`config.mk`:
```
export PLATFORM = sky130hd
export DESIGN_NAME = lss_fastscan_master
export DESIGN_NICKNAME = d
export VERILOG_FILES = /design/src/rtl/lfs_pkg.sv /design/src/rtl/lfs_front.sv /design/src/rtl/lfs_queue.sv /design/src/rtl/lfs_back.sv /design/src/rtl/lss_fastscan_master.sv
export SDC_FILE = /design/constraint.sdc
export NUM_CORES = 1
export LEC_CHECK = 0
export BUFFER_PORTS_ARGS = -buffer_cell sky130_fd_sc_hd__buf_2
export CAP_MARGIN = 20
export CORE_AREA = 2 2 158 160
export CTS_CLUSTER_SIZE = 16
export DETAILED_ROUTE_END_ITERATION = 7
export DIE_AREA = 0 0 160 162
export SLEW_MARGIN = 20
export SYNTH_ARGS = -nofsm -noshare
export SYNTH_HDL_FRONTEND = slang
export SYNTH_SLANG_ARGS = --single-unit
```
`constraint.sdc`:
```
create_clock -name clk -period 4.2 [get_ports clk]
set_clock_uncertainty 0.05 [all_clocks]
set_input_delay 0.63 -clock clk [delete_from_list [all_inputs] [get_ports clk]]
set_output_delay 0.63 -clock clk [all_outputs]
set_load 0.01 [all_outputs]
```
`src/rtl/lfs_pkg.sv`:
```
`timescale 1ns / 1ps
package lfs_pkg;

  // Command specifiers and fixed frame bytes
  localparam logic [7:0] CS_IDENTIFY    = 8'h81;
  localparam logic [7:0] BIT_CHECK_NONE = 8'h80;
  localparam logic [7:0] CS_IDENT_REPLY = 8'h4F;
  localparam logic [7:0] CS_ASSIGN      = 8'h11;
  localparam logic [7:0] CS_STORE       = 8'h17;
  localparam logic [7:0] CS_SWITCH_WAIT = 8'h04;
  localparam logic [7:0] ERR_NONE       = 8'h00;

  localparam int unsigned COB_W        = 11;
  localparam int unsigned NODE_W       = 7;
  localparam int unsigned PROBE_W      = 5;
  localparam int unsigned PART_W       = 2;
  localparam int unsigned VALUE_W      = 32;
  localparam logic [PART_W-1:0]  PART_LAST  = 2'd3;
  localparam logic [PROBE_W-1:0] PROBE_LAST = 5'd31;
  localparam logic [PROBE_W-1:0] POS_LAST_NEXT = 5'd1;

  localparam logic [COB_W-1:0] MASTER_COB_RST = 11'd2021;
  localparam logic [COB_W-1:0] SLAVE_COB_RST  = 11'd2020;

  localparam int unsigned CFG_ADDR_W = 3;
  localparam logic REG_MASTER_COB = 1'b0;
  localparam logic REG_SLAVE_COB  = 1'b1;

  localparam int unsigned IN_DATA_W  = 40;
  localparam int unsigned IN_USER_W  = 2;
  localparam int unsigned OUT_DATA_W = 64;
  localparam int unsigned OUT_USER_W = 3;

  localparam int unsigned QUEUE_DEPTH_DEF = 2;

  typedef enum logic [1:0] {
    REQ_START = 2'd0,
    REQ_FRAME = 2'd1,
    REQ_WEND  = 2'd2,
    REQ_NONE  = 2'd3
  } req_t;

  typedef enum logic [4:0] {
    PH_IDLE   = 5'b00001,
    PH_IDENT  = 5'b00010,
    PH_PROBE  = 5'b00100,
    PH_ASSIGN = 5'b01000,
    PH_STORE  = 5'b10000
  } phase_t;

  typedef struct packed {
    req_t              kind;
    logic [NODE_W-1:0] node_id;
    logic              ident_ok;
    logic              assign_ok;
    logic              store_ok;
  } lfs_cmd_t;

  typedef struct packed {
    logic            tx_valid;
    logic [7:0][7:0] bytes;
    logic            done;
    logic            success;
  } lfs_res_t;

endpackage

```
`src/rtl/lfs_front.sv`:
```
`timescale 1ns / 1ps
module lfs_front (
  input  logic                             in_tvalid,
  output logic                             in_tready,
  input  logic [lfs_pkg::IN_DATA_W-1:0]    in_tdata,
  input  logic [lfs_pkg::IN_USER_W-1:0]    in_tuser,
  input  logic [lfs_pkg::COB_W-1:0]        slave_cob_id,
  input  logic                             q_full,
  output logic                             q_push,
  output lfs_pkg::lfs_cmd_t                q_cmd
);
  import lfs_pkg::*;

  logic [NODE_W-1:0] node_id;
  logic [COB_W-1:0]  rx_can_id;
  logic [7:0]        rx_byte0;
  logic [7:0]        rx_byte1;
  req_t              kind;

  assign node_id   = in_tdata[6:0];
  assign rx_can_id = in_tdata[17:7];
  assign rx_byte0  = in_tdata[25:18];
  assign rx_byte1  = in_tdata[33:26];
  assign kind      = req_t'(in_tuser);

  assign in_tready = !q_full;
  // drop the unused request code here, it never reaches the sequencer
  assign q_push    = in_tvalid && !q_full && (kind != REQ_NONE);

  always_comb begin
    q_cmd           = '0;
    q_cmd.kind      = kind;
    q_cmd.node_id   = node_id;
    q_cmd.ident_ok  = (rx_can_id == slave_cob_id) && (rx_byte0 == CS_IDENT_REPLY);
    q_cmd.assign_ok = (rx_byte0 == CS_ASSIGN) && (rx_byte1 == ERR_NONE);
    q_cmd.store_ok  = (rx_byte0 == CS_STORE) && (rx_byte1 == ERR_NONE);
  end

endmodule

```
`src/rtl/lfs_queue.sv`:
```
`timescale 1ns / 1ps
module lfs_queue #(
  parameter int unsigned DEPTH = lfs_pkg::QUEUE_DEPTH_DEF
) (
  input  logic              clk,
  input  logic              rst_n,
  input  logic              push,
  input  lfs_pkg::lfs_cmd_t push_cmd,
  input  logic              pop,
  output logic              full,
  output logic              empty,
  output lfs_pkg::lfs_cmd_t head_cmd
);
  import lfs_pkg::*;

  localparam int unsigned AW = (DEPTH > 1) ? $clog2(DEPTH) : 1;
  localparam int unsigned CW = $clog2(DEPTH + 1);
  localparam logic [AW-1:0] PTR_LAST = AW'(DEPTH - 1);
  localparam logic [CW-1:0] CNT_FULL = CW'(DEPTH);

  lfs_cmd_t        mem_r [DEPTH];
  logic [AW-1:0]   wr_ptr_r, wr_ptr_nxt;
  logic [AW-1:0]   rd_ptr_r, rd_ptr_nxt;
  logic [CW-1:0]   count_r, count_nxt;
  logic            do_push, do_pop;

  assign full     = (count_r == CNT_FULL);
  assign empty    = (count_r == '0);
  assign do_push  = push && !full;
  assign do_pop   = pop && !empty;
  assign head_cmd = mem_r[rd_ptr_r];

  always_comb begin
    wr_ptr_nxt = wr_ptr_r;
    rd_ptr_nxt = rd_ptr_r;
    count_nxt  = count_r;
    if (do_push) begin
      wr_ptr_nxt = (wr_ptr_r == PTR_LAST) ? '0 : wr_ptr_r + 1'b1;
    end
    if (do_pop) begin
      rd_ptr_nxt = (rd_ptr_r == PTR_LAST) ? '0 : rd_ptr_r + 1'b1;
    end
    if (do_push && !do_pop) begin
      count_nxt = count_r + 1'b1;
    end else if (do_pop && !do_push) begin
      count_nxt = count_r - 1'b1;
    end
  end

  always_ff @(posedge clk) begin
    if (!rst_n) begin
      wr_ptr_r <= '0;
      rd_ptr_r <= '0;
      count_r  <= '0;
    end else begin
      wr_ptr_r <= wr_ptr_nxt;
      rd_ptr_r <= rd_ptr_nxt;
      count_r  <= count_nxt;
    end
  end

  always_ff @(posedge clk) begin
    if (do_push) begin
      mem_r[wr_ptr_r] <= push_cmd;
    end
  end

endmodule

```
`src/rtl/lfs_back.sv`:
```
`timescale 1ns / 1ps
module lfs_back (
  input  logic              clk,
  input  logic              rst_n,
  input  logic              q_empty,
  input  lfs_pkg::lfs_cmd_t q_cmd,
  output logic              q_pop,
  output logic              out_valid,
  input  logic              out_ready,
  output lfs_pkg::lfs_res_t out_res
);
  import lfs_pkg::*;

  phase_t              phase_r, phase_nxt;
  logic [PROBE_W-1:0]  probe_index_r, probe_index_nxt;
  logic [PART_W-1:0]   part_sub_r, part_sub_nxt;
  logic [PART_W-1:0]   part_next_r, part_next_nxt;
  logic [VALUE_W-1:0]  part_value_r, part_value_nxt;
  logic                frame_seen_r, frame_seen_nxt;
  logic                last_frame_ok_r, last_frame_ok_nxt;
  logic [NODE_W-1:0]   assign_id_r, assign_id_nxt;
  logic                out_valid_r, out_valid_nxt;
  lfs_res_t            res_r, res_nxt;

  logic                take;
  logic                has_res;
  logic                send_probe;
  logic [PROBE_W-1:0]  pos;

  // advance whenever the output register is free or being emptied
  assign take      = !q_empty && (!out_valid_r || out_ready);
  assign q_pop     = take;
  assign out_valid = out_valid_r;
  assign out_res   = res_r;
  assign pos       = ~probe_index_r;

  always_comb begin
    phase_nxt         = phase_r;
    probe_index_nxt   = probe_index_r;
    part_sub_nxt      = part_sub_r;
    part_next_nxt     = part_next_r;
    part_value_nxt    = part_value_r;
    frame_seen_nxt    = frame_seen_r;
    last_frame_ok_nxt = last_frame_ok_r;
    assign_id_nxt     = assign_id_r;
    has_res           = 1'b0;
    send_probe        = 1'b0;
    res_nxt           = '0;

    if (take) begin
      if (q_cmd.kind == REQ_START) begin
        assign_id_nxt     = q_cmd.node_id;
        probe_index_nxt   = '0;
        part_sub_nxt      = '0;
        part_next_nxt     = '0;
        part_value_nxt    = '0;
        last_frame_ok_nxt = 1'b0;
        frame_seen_nxt    = 1'b0;
        phase_nxt         = PH_IDENT;
        has_res           = 1'b1;
        res_nxt.tx_valid  = 1'b1;
        res_nxt.bytes[0]  = CS_IDENTIFY;
        res_nxt.bytes[5]  = BIT_CHECK_NONE;
      end else if (phase_r != PH_IDLE) begin
        has_res = 1'b1;
        if (q_cmd.kind == REQ_FRAME) begin
          case (phase_r)
            PH_IDENT: begin
              has_res           = 1'b0;
              frame_seen_nxt    = 1'b1;
              last_frame_ok_nxt = q_cmd.ident_ok;
            end
            PH_PROBE: begin
              has_res        = 1'b0;
              frame_seen_nxt = 1'b1;
            end
            PH_ASSIGN: begin
              if (q_cmd.assign_ok) begin
                phase_nxt        = PH_STORE;
                frame_seen_nxt   = 1'b0;
                res_nxt.tx_valid = 1'b1;
                res_nxt.bytes[0] = CS_STORE;
              end else begin
                phase_nxt    = PH_IDLE;
                res_nxt.done = 1'b1;
              end
            end
            default: begin
              phase_nxt    = PH_IDLE;
              res_nxt.done = 1'b1;
              if (q_cmd.store_ok) begin
                frame_seen_nxt   = 1'b0;
                res_nxt.tx_valid = 1'b1;
                res_nxt.bytes[0] = CS_SWITCH_WAIT;
                res_nxt.success  = 1'b1;
              end
            end
          endcase
        end else begin
          // response window ended
          case (phase_r)
            PH_IDENT: begin
              if (frame_seen_r && last_frame_ok_r) begin
                phase_nxt       = PH_PROBE;
                probe_index_nxt = '0;
                part_value_nxt  = '0;
                send_probe      = 1'b1;
              end else begin
                phase_nxt    = PH_IDLE;
                res_nxt.done = 1'b1;
              end
            end
            PH_PROBE: begin
              // silence in the window means the bit is one
              if (!frame_seen_r) begin
                part_value_nxt = part_value_r | (VALUE_W'(1) << pos);
              end
              if (pos == POS_LAST_NEXT) begin
                if (part_sub_r == PART_LAST && part_next_r == PART_LAST) begin
                  part_next_nxt = '0;
                end else begin
                  part_next_nxt = part_next_r + 1'b1;
                end
              end
              send_probe = 1'b1;
              if (probe_index_r == PROBE_LAST) begin
                part_sub_nxt    = part_sub_r + 1'b1;
                probe_index_nxt = '0;
                if (part_sub_r == PART_LAST) begin
                  send_probe       = 1'b0;
                  phase_nxt        = PH_ASSIGN;
                  frame_seen_nxt   = 1'b0;
                  res_nxt.tx_valid = 1'b1;
                  res_nxt.bytes[0] = CS_ASSIGN;
                  res_nxt.bytes[1] = {1'b0, assign_id_r};
                end else begin
                  part_value_nxt = '0;
                end
              end else begin
                probe_index_nxt = probe_index_r + 1'b1;
              end
            end
            default: begin
              phase_nxt    = PH_IDLE;
              res_nxt.done = 1'b1;
            end
          endcase
        end
      end

      if (send_probe) begin
        frame_seen_nxt   = 1'b0;
        res_nxt.tx_valid = 1'b1;
        res_nxt.bytes[0] = CS_IDENTIFY;
        res_nxt.bytes[1] = part_value_nxt[7:0];
        res_nxt.bytes[2] = part_value_nxt[15:8];
        res_nxt.bytes[3] = part_value_nxt[23:16];
        res_nxt.bytes[4] = part_value_nxt[31:24];
        res_nxt.bytes[5] = {3'b000, ~probe_index_nxt};
        res_nxt.bytes[6] = {6'b000000, part_sub_nxt};
        res_nxt.bytes[7] = {6'b000000, part_next_nxt};
      end
    end
  end

  always_comb begin
    out_valid_nxt = out_valid_r;
    if (take) begin
      out_valid_nxt = has_res;
    end else if (out_ready) begin
      out_valid_nxt = 1'b0;
    end
  end

  always_ff @(posedge clk) begin
    if (!rst_n) begin
      phase_r         <= PH_IDLE;
      probe_index_r   <= '0;
      part_sub_r      <= '0;
      part_next_r     <= '0;
      part_value_r    <= '0;
      frame_seen_r    <= 1'b0;
      last_frame_ok_r <= 1'b0;
      assign_id_r     <= '0;
      out_valid_r     <= 1'b0;
    end else begin
      phase_r         <= phase_nxt;
      probe_index_r   <= probe_index_nxt;
      part_sub_r      <= part_sub_nxt;
      part_next_r     <= part_next_nxt;
      part_value_r    <= part_value_nxt;
      frame_seen_r    <= frame_seen_nxt;
      last_frame_ok_r <= last_frame_ok_nxt;
      assign_id_r     <= assign_id_nxt;
      out_valid_r     <= out_valid_nxt;
    end
  end

  always_ff @(posedge clk) begin
    if (take && has_res) begin
      res_r <= res_nxt;
    end
  end

endmodule

```
`src/rtl/lss_fastscan_master.sv`:
```
`timescale 1ns / 1ps
// LSS fastscan master with node-ID assignment. Each input beat is a bus event
// (start, received frame, end of response window); each output beat is a frame
// to send or the final outcome. One beat is taken per clock: the input side
// decodes the event into a small queue, and the sequencer drains one entry per
// cycle into a single output register while it is free or being emptied; a result
// is held in the queue, then in the output register. Throughput drops only while
// that register is stalled and the queue has filled. Frames that produce no result
// (replies inside a window, events while idle) are absorbed without an output beat.
module lss_fastscan_master #(
  parameter int unsigned QUEUE_DEPTH = lfs_pkg::QUEUE_DEPTH_DEF
) (
  input  logic                              clk,
  input  logic                              rst_n,
  // in_tdata, lowest bit up: new_node_id[6:0], rx_can_id[17:7], rx_byte0[25:18],
  // rx_byte1[33:26], zero fill
  input  logic                              in_tvalid,
  output logic                              in_tready,
  input  logic [lfs_pkg::IN_DATA_W-1:0]     in_tdata,
  // in_tuser: req_type[1:0]
  input  logic [lfs_pkg::IN_USER_W-1:0]     in_tuser,
  output logic                              out_tvalid,
  input  logic                              out_tready,
  // out_tdata, lowest bit up: tx_b0[7:0] .. tx_b7[63:56]
  output logic [lfs_pkg::OUT_DATA_W-1:0]    out_tdata,
  // out_tuser, lowest bit up: tx_valid, seq_done, seq_success
  output logic [lfs_pkg::OUT_USER_W-1:0]    out_tuser,
  input  logic                              cfg_psel,
  input  logic                              cfg_penable,
  input  logic                              cfg_pwrite,
  input  logic [lfs_pkg::CFG_ADDR_W-1:0]    cfg_paddr,
  input  logic [31:0]                       cfg_pwdata,
  output logic [31:0]                       cfg_prdata,
  output logic                              cfg_pready
);
  import lfs_pkg::*;

  logic [COB_W-1:0] master_cob_id_r;
  logic [COB_W-1:0] slave_cob_id_r;
  logic             cfg_wr;
  logic             reg_sel;

  logic             q_full, q_empty, q_push, q_pop;
  lfs_cmd_t         push_cmd, head_cmd;
  lfs_res_t         res;

  assign cfg_pready = 1'b1;
  assign reg_sel    = cfg_paddr[2];
  assign cfg_wr     = cfg_psel && cfg_penable && cfg_pwrite && cfg_pready;
  assign cfg_prdata = (reg_sel == REG_SLAVE_COB) ? {21'd0, slave_cob_id_r}
                                                 : {21'd0, master_cob_id_r};

  always_ff @(posedge clk) begin
    if (!rst_n) begin
      master_cob_id_r <= MASTER_COB_RST;
      slave_cob_id_r  <= SLAVE_COB_RST;
    end else if (cfg_wr) begin
      if (reg_sel == REG_SLAVE_COB) begin
        slave_cob_id_r <= cfg_pwdata[COB_W-1:0];
      end else begin
        master_cob_id_r <= cfg_pwdata[COB_W-1:0];
      end
    end
  end

  lfs_front u_front (
    .in_tvalid    (in_tvalid),
    .in_tready    (in_tready),
    .in_tdata     (in_tdata),
    .in_tuser     (in_tuser),
    .slave_cob_id (slave_cob_id_r),
    .q_full       (q_full),
    .q_push       (q_push),
    .q_cmd        (push_cmd)
  );

  lfs_queue #(
    .DEPTH (QUEUE_DEPTH)
  ) u_queue (
    .clk      (clk),
    .rst_n    (rst_n),
    .push     (q_push),
    .push_cmd (push_cmd),
    .pop      (q_pop),
    .full     (q_full),
    .empty    (q_empty),
    .head_cmd (head_cmd)
  );

  lfs_back u_back (
    .clk       (clk),
    .rst_n     (rst_n),
    .q_empty   (q_empty),
    .q_cmd     (head_cmd),
    .q_pop     (q_pop),
    .out_valid (out_tvalid),
    .out_ready (out_tready),
    .out_res   (res)
  );

  assign out_tdata = res.bytes;
  assign out_tuser = {res.success, res.done, res.tx_valid};

endmodule

```
# Yosys cells after proc, flatten, opt, wreduce, memory -nomap -nowiden
# Memory sizes are Yosys's and may differ from the RTL's. A register that Yosys moved wholly into a read port is not among the register bits.
# Index checks and enable logic that the tools add are counted.
# totals
register_bits,149
latch_bits,0
ram_bits,24
romBits,0
in_bits,84
elab_cells,211
n_memories,1
# memory_table
memory,words,word_bits,read_ports,rd_clocked_by_memory_dff,write_ports,line_no,source
u_queue.mem_r,2,12,1,1,1,lfs_queue.sv:21,lfs_cmd_t mem_r [DEPTH];
# classes
add_sub_neg,7
mul,0
div_mod_pow,0
n_lt_le_gt_ge,0
n_eq_ne,20
shift,1
mux,100
n_bitwise,7
n_reduce_logical,46
# ops
operator,count
$mux W32,7
$mux W5,13
$mux W65,1
$pmux W32 S2,1
$mux W1,45
$mux W16,2
$mux W8,4
$or A32 B32 Y32,1
$shl A1 B5 Y32 const A,1
$pmux W5 S2,3
$mux W2,13
$mux W18,1
$eq A8 B5 Y1 const B,2
$logic_and A1 B1 Y1,15
$mux W15,1
$pmux W6 S2,1
$reduce_bool A4 Y1,3
$eq A11 B11 Y1,1
$mux W11,1
$not A5 Y5,2
$reduce_bool A2 Y1,5
$mux W9,1
$eq A8 B7 Y1 const B,1
$logic_not A8 Y1,1
other kinds (32),55

# Depth between registers and ports, before layout
# depth
ltp_word,11
depth_mapped,11

# By module
# Synthesis repeated with hierarchy kept, for this count alone.
# unflattened
cells_unflattened,762
hier_area_um2,7721.2
# modules_own_cells
mod,instances,cells_each,area_per_inst_um2,seq_area_each_um2
lfs_back,1,540,5141.2,2622.5
lss_fastscan_master,1,123,1221.2,440.4
lfs_queue,1,62,1094.8,820.8
lfs_front,1,37,264.0,0.0

# Worst setup path before layout
# OpenSTA, ideal clock, no wires.
# synth_path
path_kind,input port to flip-flop
start,in out_tready
end,reg u_back.phase_r[0]
arrival_time_ps,2708
required_ps,4044
setup_slack_ps,1336
stages,7
path_cell_list,nand2b_1 -> o21a_1 -> buf_2 -> o211ai_1 -> inv_1 -> nand2b_1 -> o311ai_0
# synth_between
elab_chain_cells,3
# synth_lines
element,line_no,source
from (decl),lss_fastscan_master.sv:23,"input logic out_tready,"
$logic_or A1 B1 Y1,lfs_back.sv:31,assign take = !q_empty && (!out_valid_r || out_ready);
$logic_and A1 B1 Y1,lfs_back.sv:31,
$reduce_and A5 Y1 (no line),--,
to (signal assigned),lfs_back.sv:187,phase_r <= phase_nxt;
to (decl),lfs_back.sv:14,"phase_t phase_r, phase_nxt;"
# No other way between the ends.
# A chain may end at the register's enable or synchronous reset.

# Worst setup path in the final report
# layout_path
start,reg u_back.probe_index_r[1]
end,"reg u_back.res_r, in the netlist u_back.out_res[42], data pin"
# layout_between
elab_chain_cells,9
word_cells_on_any_way,15
# layout_lines
element,line_no,source
from (decl),lfs_back.sv:15,"logic [PROBE_W-1:0] probe_index_r, probe_index_nxt;"
from (signal assigned),lfs_back.sv:188,probe_index_r <= probe_index_nxt;
$eq A5 B5 Y1 *,lfs_back.sv:126,if (probe_index_r == PROBE_LAST) begin
$mux W5,lfs_back.sv:126,
$pmux W5 S2,lfs_back.sv:101,case (phase_r)
$mux W5,lfs_back.sv:66,if (q_cmd.kind == REQ_FRAME) begin
$mux W5,lfs_back.sv:64,end else if (phase_r != PH_IDLE) begin
$mux W5,lfs_back.sv:51,if (q_cmd.kind == REQ_START) begin
$mux W5,lfs_back.sv:50,if (take) begin
$not A5 Y5,lfs_back.sv:159,"res_nxt.bytes[5] = {3'b000, ~probe_index_nxt};"
$mux W65 *,lfs_back.sv:151,if (send_probe) begin
to (signal assigned),lfs_back.sv:201,res_r <= res_nxt;
to (decl),lfs_back.sv:23,"lfs_res_t res_r, res_nxt;"
# Mark *: on every way between the ends. The rest lies on a longest branch, timed or not. The select of a mux whose other input is x is not followed.

==> results.sh <==
export IMPL_outcome="finished, final reports clean"
export IMPL_synthCells=692
export IMPL_clock_sinks=157
export IMPL_setup_worst_path_end_class="flop"
export IMPL_wl_met1_mm=7.48
export IMPL_placedInstanceArea_sq_um=7950
export IMPL_cts_buffers=17
export IMPL_grt_pass1_wl_mm=26.2
export IMPL_synth_area_leaders="edfxtp_1, dfxtp_1, nand2_1"
export IMPL_ir_worst_vdd_mv=0.269
export IMPL_grt_pass1_vias=4847
export IMPL_drt_total_wl_mm=16.6
export IMPL_multi_input_area_sq_um=2900
export IMPL_p_leak_nw=3.15
export IMPL_finalMaxSlewViolations=0
export IMPL_gp_congestion=0.850
export IMPL_rows=57
export IMPL_synth_top_cell_by_area="edfxtp_1"
export IMPL_area_growth_pct=19.4
export IMPL_antenna_found_initial=7
export IMPL_die_width_um=160
export IMPL_final_core_util=0.355
export IMPL_die_area_sq_um=25900
export IMPL_clk_pin_slew_ps=60
export IMPL_die_h_um=162
export IMPL_first_iter_violations=298
export IMPL_power_density_nw_per_um2=513
export IMPL_hold_violations=0
export IMPL_ys_ff_latch=157
export IMPL_first_pass_iters=5
export IMPL_grt_max_degree=40
export IMPL_ctsResizeCount=0
export IMPL_synthesis_area_sq_um=7170
export IMPL_overflow=0
export IMPL_setup_tns_ps=0
export IMPL_route_detailed_drc=0
export IMPL_cts_tree="yes"
export IMPL_vias=5354
export IMPL_yosysMostFrequentCell="dfxtp_1"
export IMPL_clock_latency_ps=420
export IMPL_ys_types=63
export IMPL_grt_util_all_layers=0.128
export IMPL_crit_type="reg2reg"
export IMPL_setup_viol=0
export IMPL_vias_per_cell=4.70
export IMPL_coreArea_sq_um=24100
export IMPL_n_fill_cell=2486
export IMPL_place_hpwl_mm=11.8
export IMPL_holdBufCountCts=0
export IMPL_ios=186
export IMPL_dr_wl_met3_mm=1.12
export IMPL_arrival_ps=3360
export IMPL_ctsHtreeMaxLevel=4
export IMPL_async_flop_share=0
export IMPL_top_layer="met5"
export IMPL_drive_gt1_frac=0.226
export IMPL_fin_crit_ps=3190
export IMPL_layout_nets=894
export IMPL_start_util=0.297
export IMPL_postLayoutCellArea_sq_um=8550
export IMPL_worst_pin_slew_ps=989
export IMPL_timing_fmax_mhz=314
export IMPL_seqCellArea_sq_um=3880
export IMPL_drtAntennaViolNets=0
export IMPL_ys_seq_area_frac=0.542
export IMPL_met2_length_mm=7.81
export IMPL_synth_edf_count=74
export IMPL_rsz0062_at_grt="no"
export IMPL_yosys_most_used_dff="dfxtp_1"
export IMPL_wl_per_cell_um=14.6
export IMPL_timing_final_crit_share=0.759
export IMPL_maxSlewHeadroom=0.336
export IMPL_cp_data_required_time_ps=4370
export IMPL_crit_path_max_fanout=24
export IMPL_yosys_top_cells_count="dfxtp_1, nand2_1, edfxtp_1, nor2_1, buf_4"
export IMPL_clk_path_buf_depth=2
export IMPL_buffer_ports_inserted=117
export IMPL_drv_cap=0
export IMPL_avgSynthCellArea_sq_um=10.4
export IMPL_synth_top_cell_area_share=0.310
export IMPL_ys_warnings_count=0
export IMPL_hold_class="in2reg"
export IMPL_cts_setup_buffers=0
export IMPL_cp_start_kind="flop"
export IMPL_root_buffer="clkbuf_16"
## cell families after synthesis
kind of cell / after synthesis / share of synthesized area
AOI/OAI and AO/OA: 138 / 0.142
xor gates and xnor gates: 18 / 0.0220
adders and majority gates: 10 / 0.0175
buffers and inverters: 95 / 0.0737
DFF: 157 / 0.542
muxes: 23 / 0.0342
other: 2 / 0.00105
and+or+nand+nor: 249 / 0.167
## metrics by stage
step	instances	power [mW]	hold slack [ps]	setup slack, ps
global placement	1105	2.88	394	1080
detailed placement	1105	2.89	398	987
floorplan	729	2.58	382	1340
CTS	1137	4.44	325	967
global route	1137	4.60	330	800
finish	1140	4.38	345	1010
## where the power goes
group          switching (mW)  leakage, nW  internal (mW)
registers              0.0759         1.37           1.85
clock network           0.631        0.296          0.907
logic                   0.605         1.49          0.310
total                    1.31         3.15           3.07
## worst max-delay path, cell delays in order (launching register included)
cell,delay (ps)
dfxtp_1,340
ha_1,220
and3_1,200
ha_1,290
and2_1,270
o21a_1,190
nor3_1,410
nand2_1,620
a211oi_1,400
## routing by layer
metal,track usage,vias up
met5,0,-
met4,0.0328,8
met3,0.0472,18
met2,0.204,169
met1,0.165,2474
li1,-,2685
## worst paths after layout
path,start,endpoint,slack [ps],depth (start not counted)
setup reg to reg,u_back.probe_index_r[1],u_back.out_res[42],1010,8
hold / removal,in_tdata[1],u_queue.mem_r[1][4],350,1
hold reg to reg,u_back.last_frame_ok_r,u_back.last_frame_ok_r,410,2
setup / recovery,u_back.probe_index_r[1],u_back.out_res[42],1010,8
## cell usage in the layout (no fill, tap or decap), types with 18 or more instances in the layout
| cell type | count |
|---|---|
| a21oi_1 | 26 |
| nand3_1 | 26 |
| edfxtp_1 | 74 |
| a31oi_1 | 20 |
| o2bb2ai_1 | 18 |
| nor2_1 | 69 |
| dfxtp_1 | 83 |
| nand2_1 | 81 |
| conb_1 | 39 |
| buf_2 | 117 |
| clkbuf_16 | 19 |
## sequential cells by signal (all words and copies together) (netlist names), named ones only
register / count
u_queue.mem_r: 24
u_back.probe_index_r: 5
u_queue.rd_ptr_r: 1
u_back.out_valid: 1
u_back.last_frame_ok_r: 1
slave_cob_id_r: 11
u_queue.wr_ptr_r: 1
u_back.frame_seen_r: 1
u_queue.count_r: 2
u_back.part_value_r: 32
u_back.assign_id_r: 7
u_back.out_res: 50
u_back.part_sub_r: 2
u_back.part_next_r: 2
master_cob_id_r: 11
u_back.phase_r: 5
## cell type report
class / count / share of cell area
diodes: 3 / 0.000878
multi-input cells: 477 / 0.338
repair buffers: 132 / 0.0831
flip-flops and latches: 157 / 0.454
well taps: 324 / 0.0474
inverters: 15 / 0.00658
clock buffers: 21 / 0.0576
clock inverters: 11 / 0.0120
No activity file was read; power rests on OpenSTA's default activity.
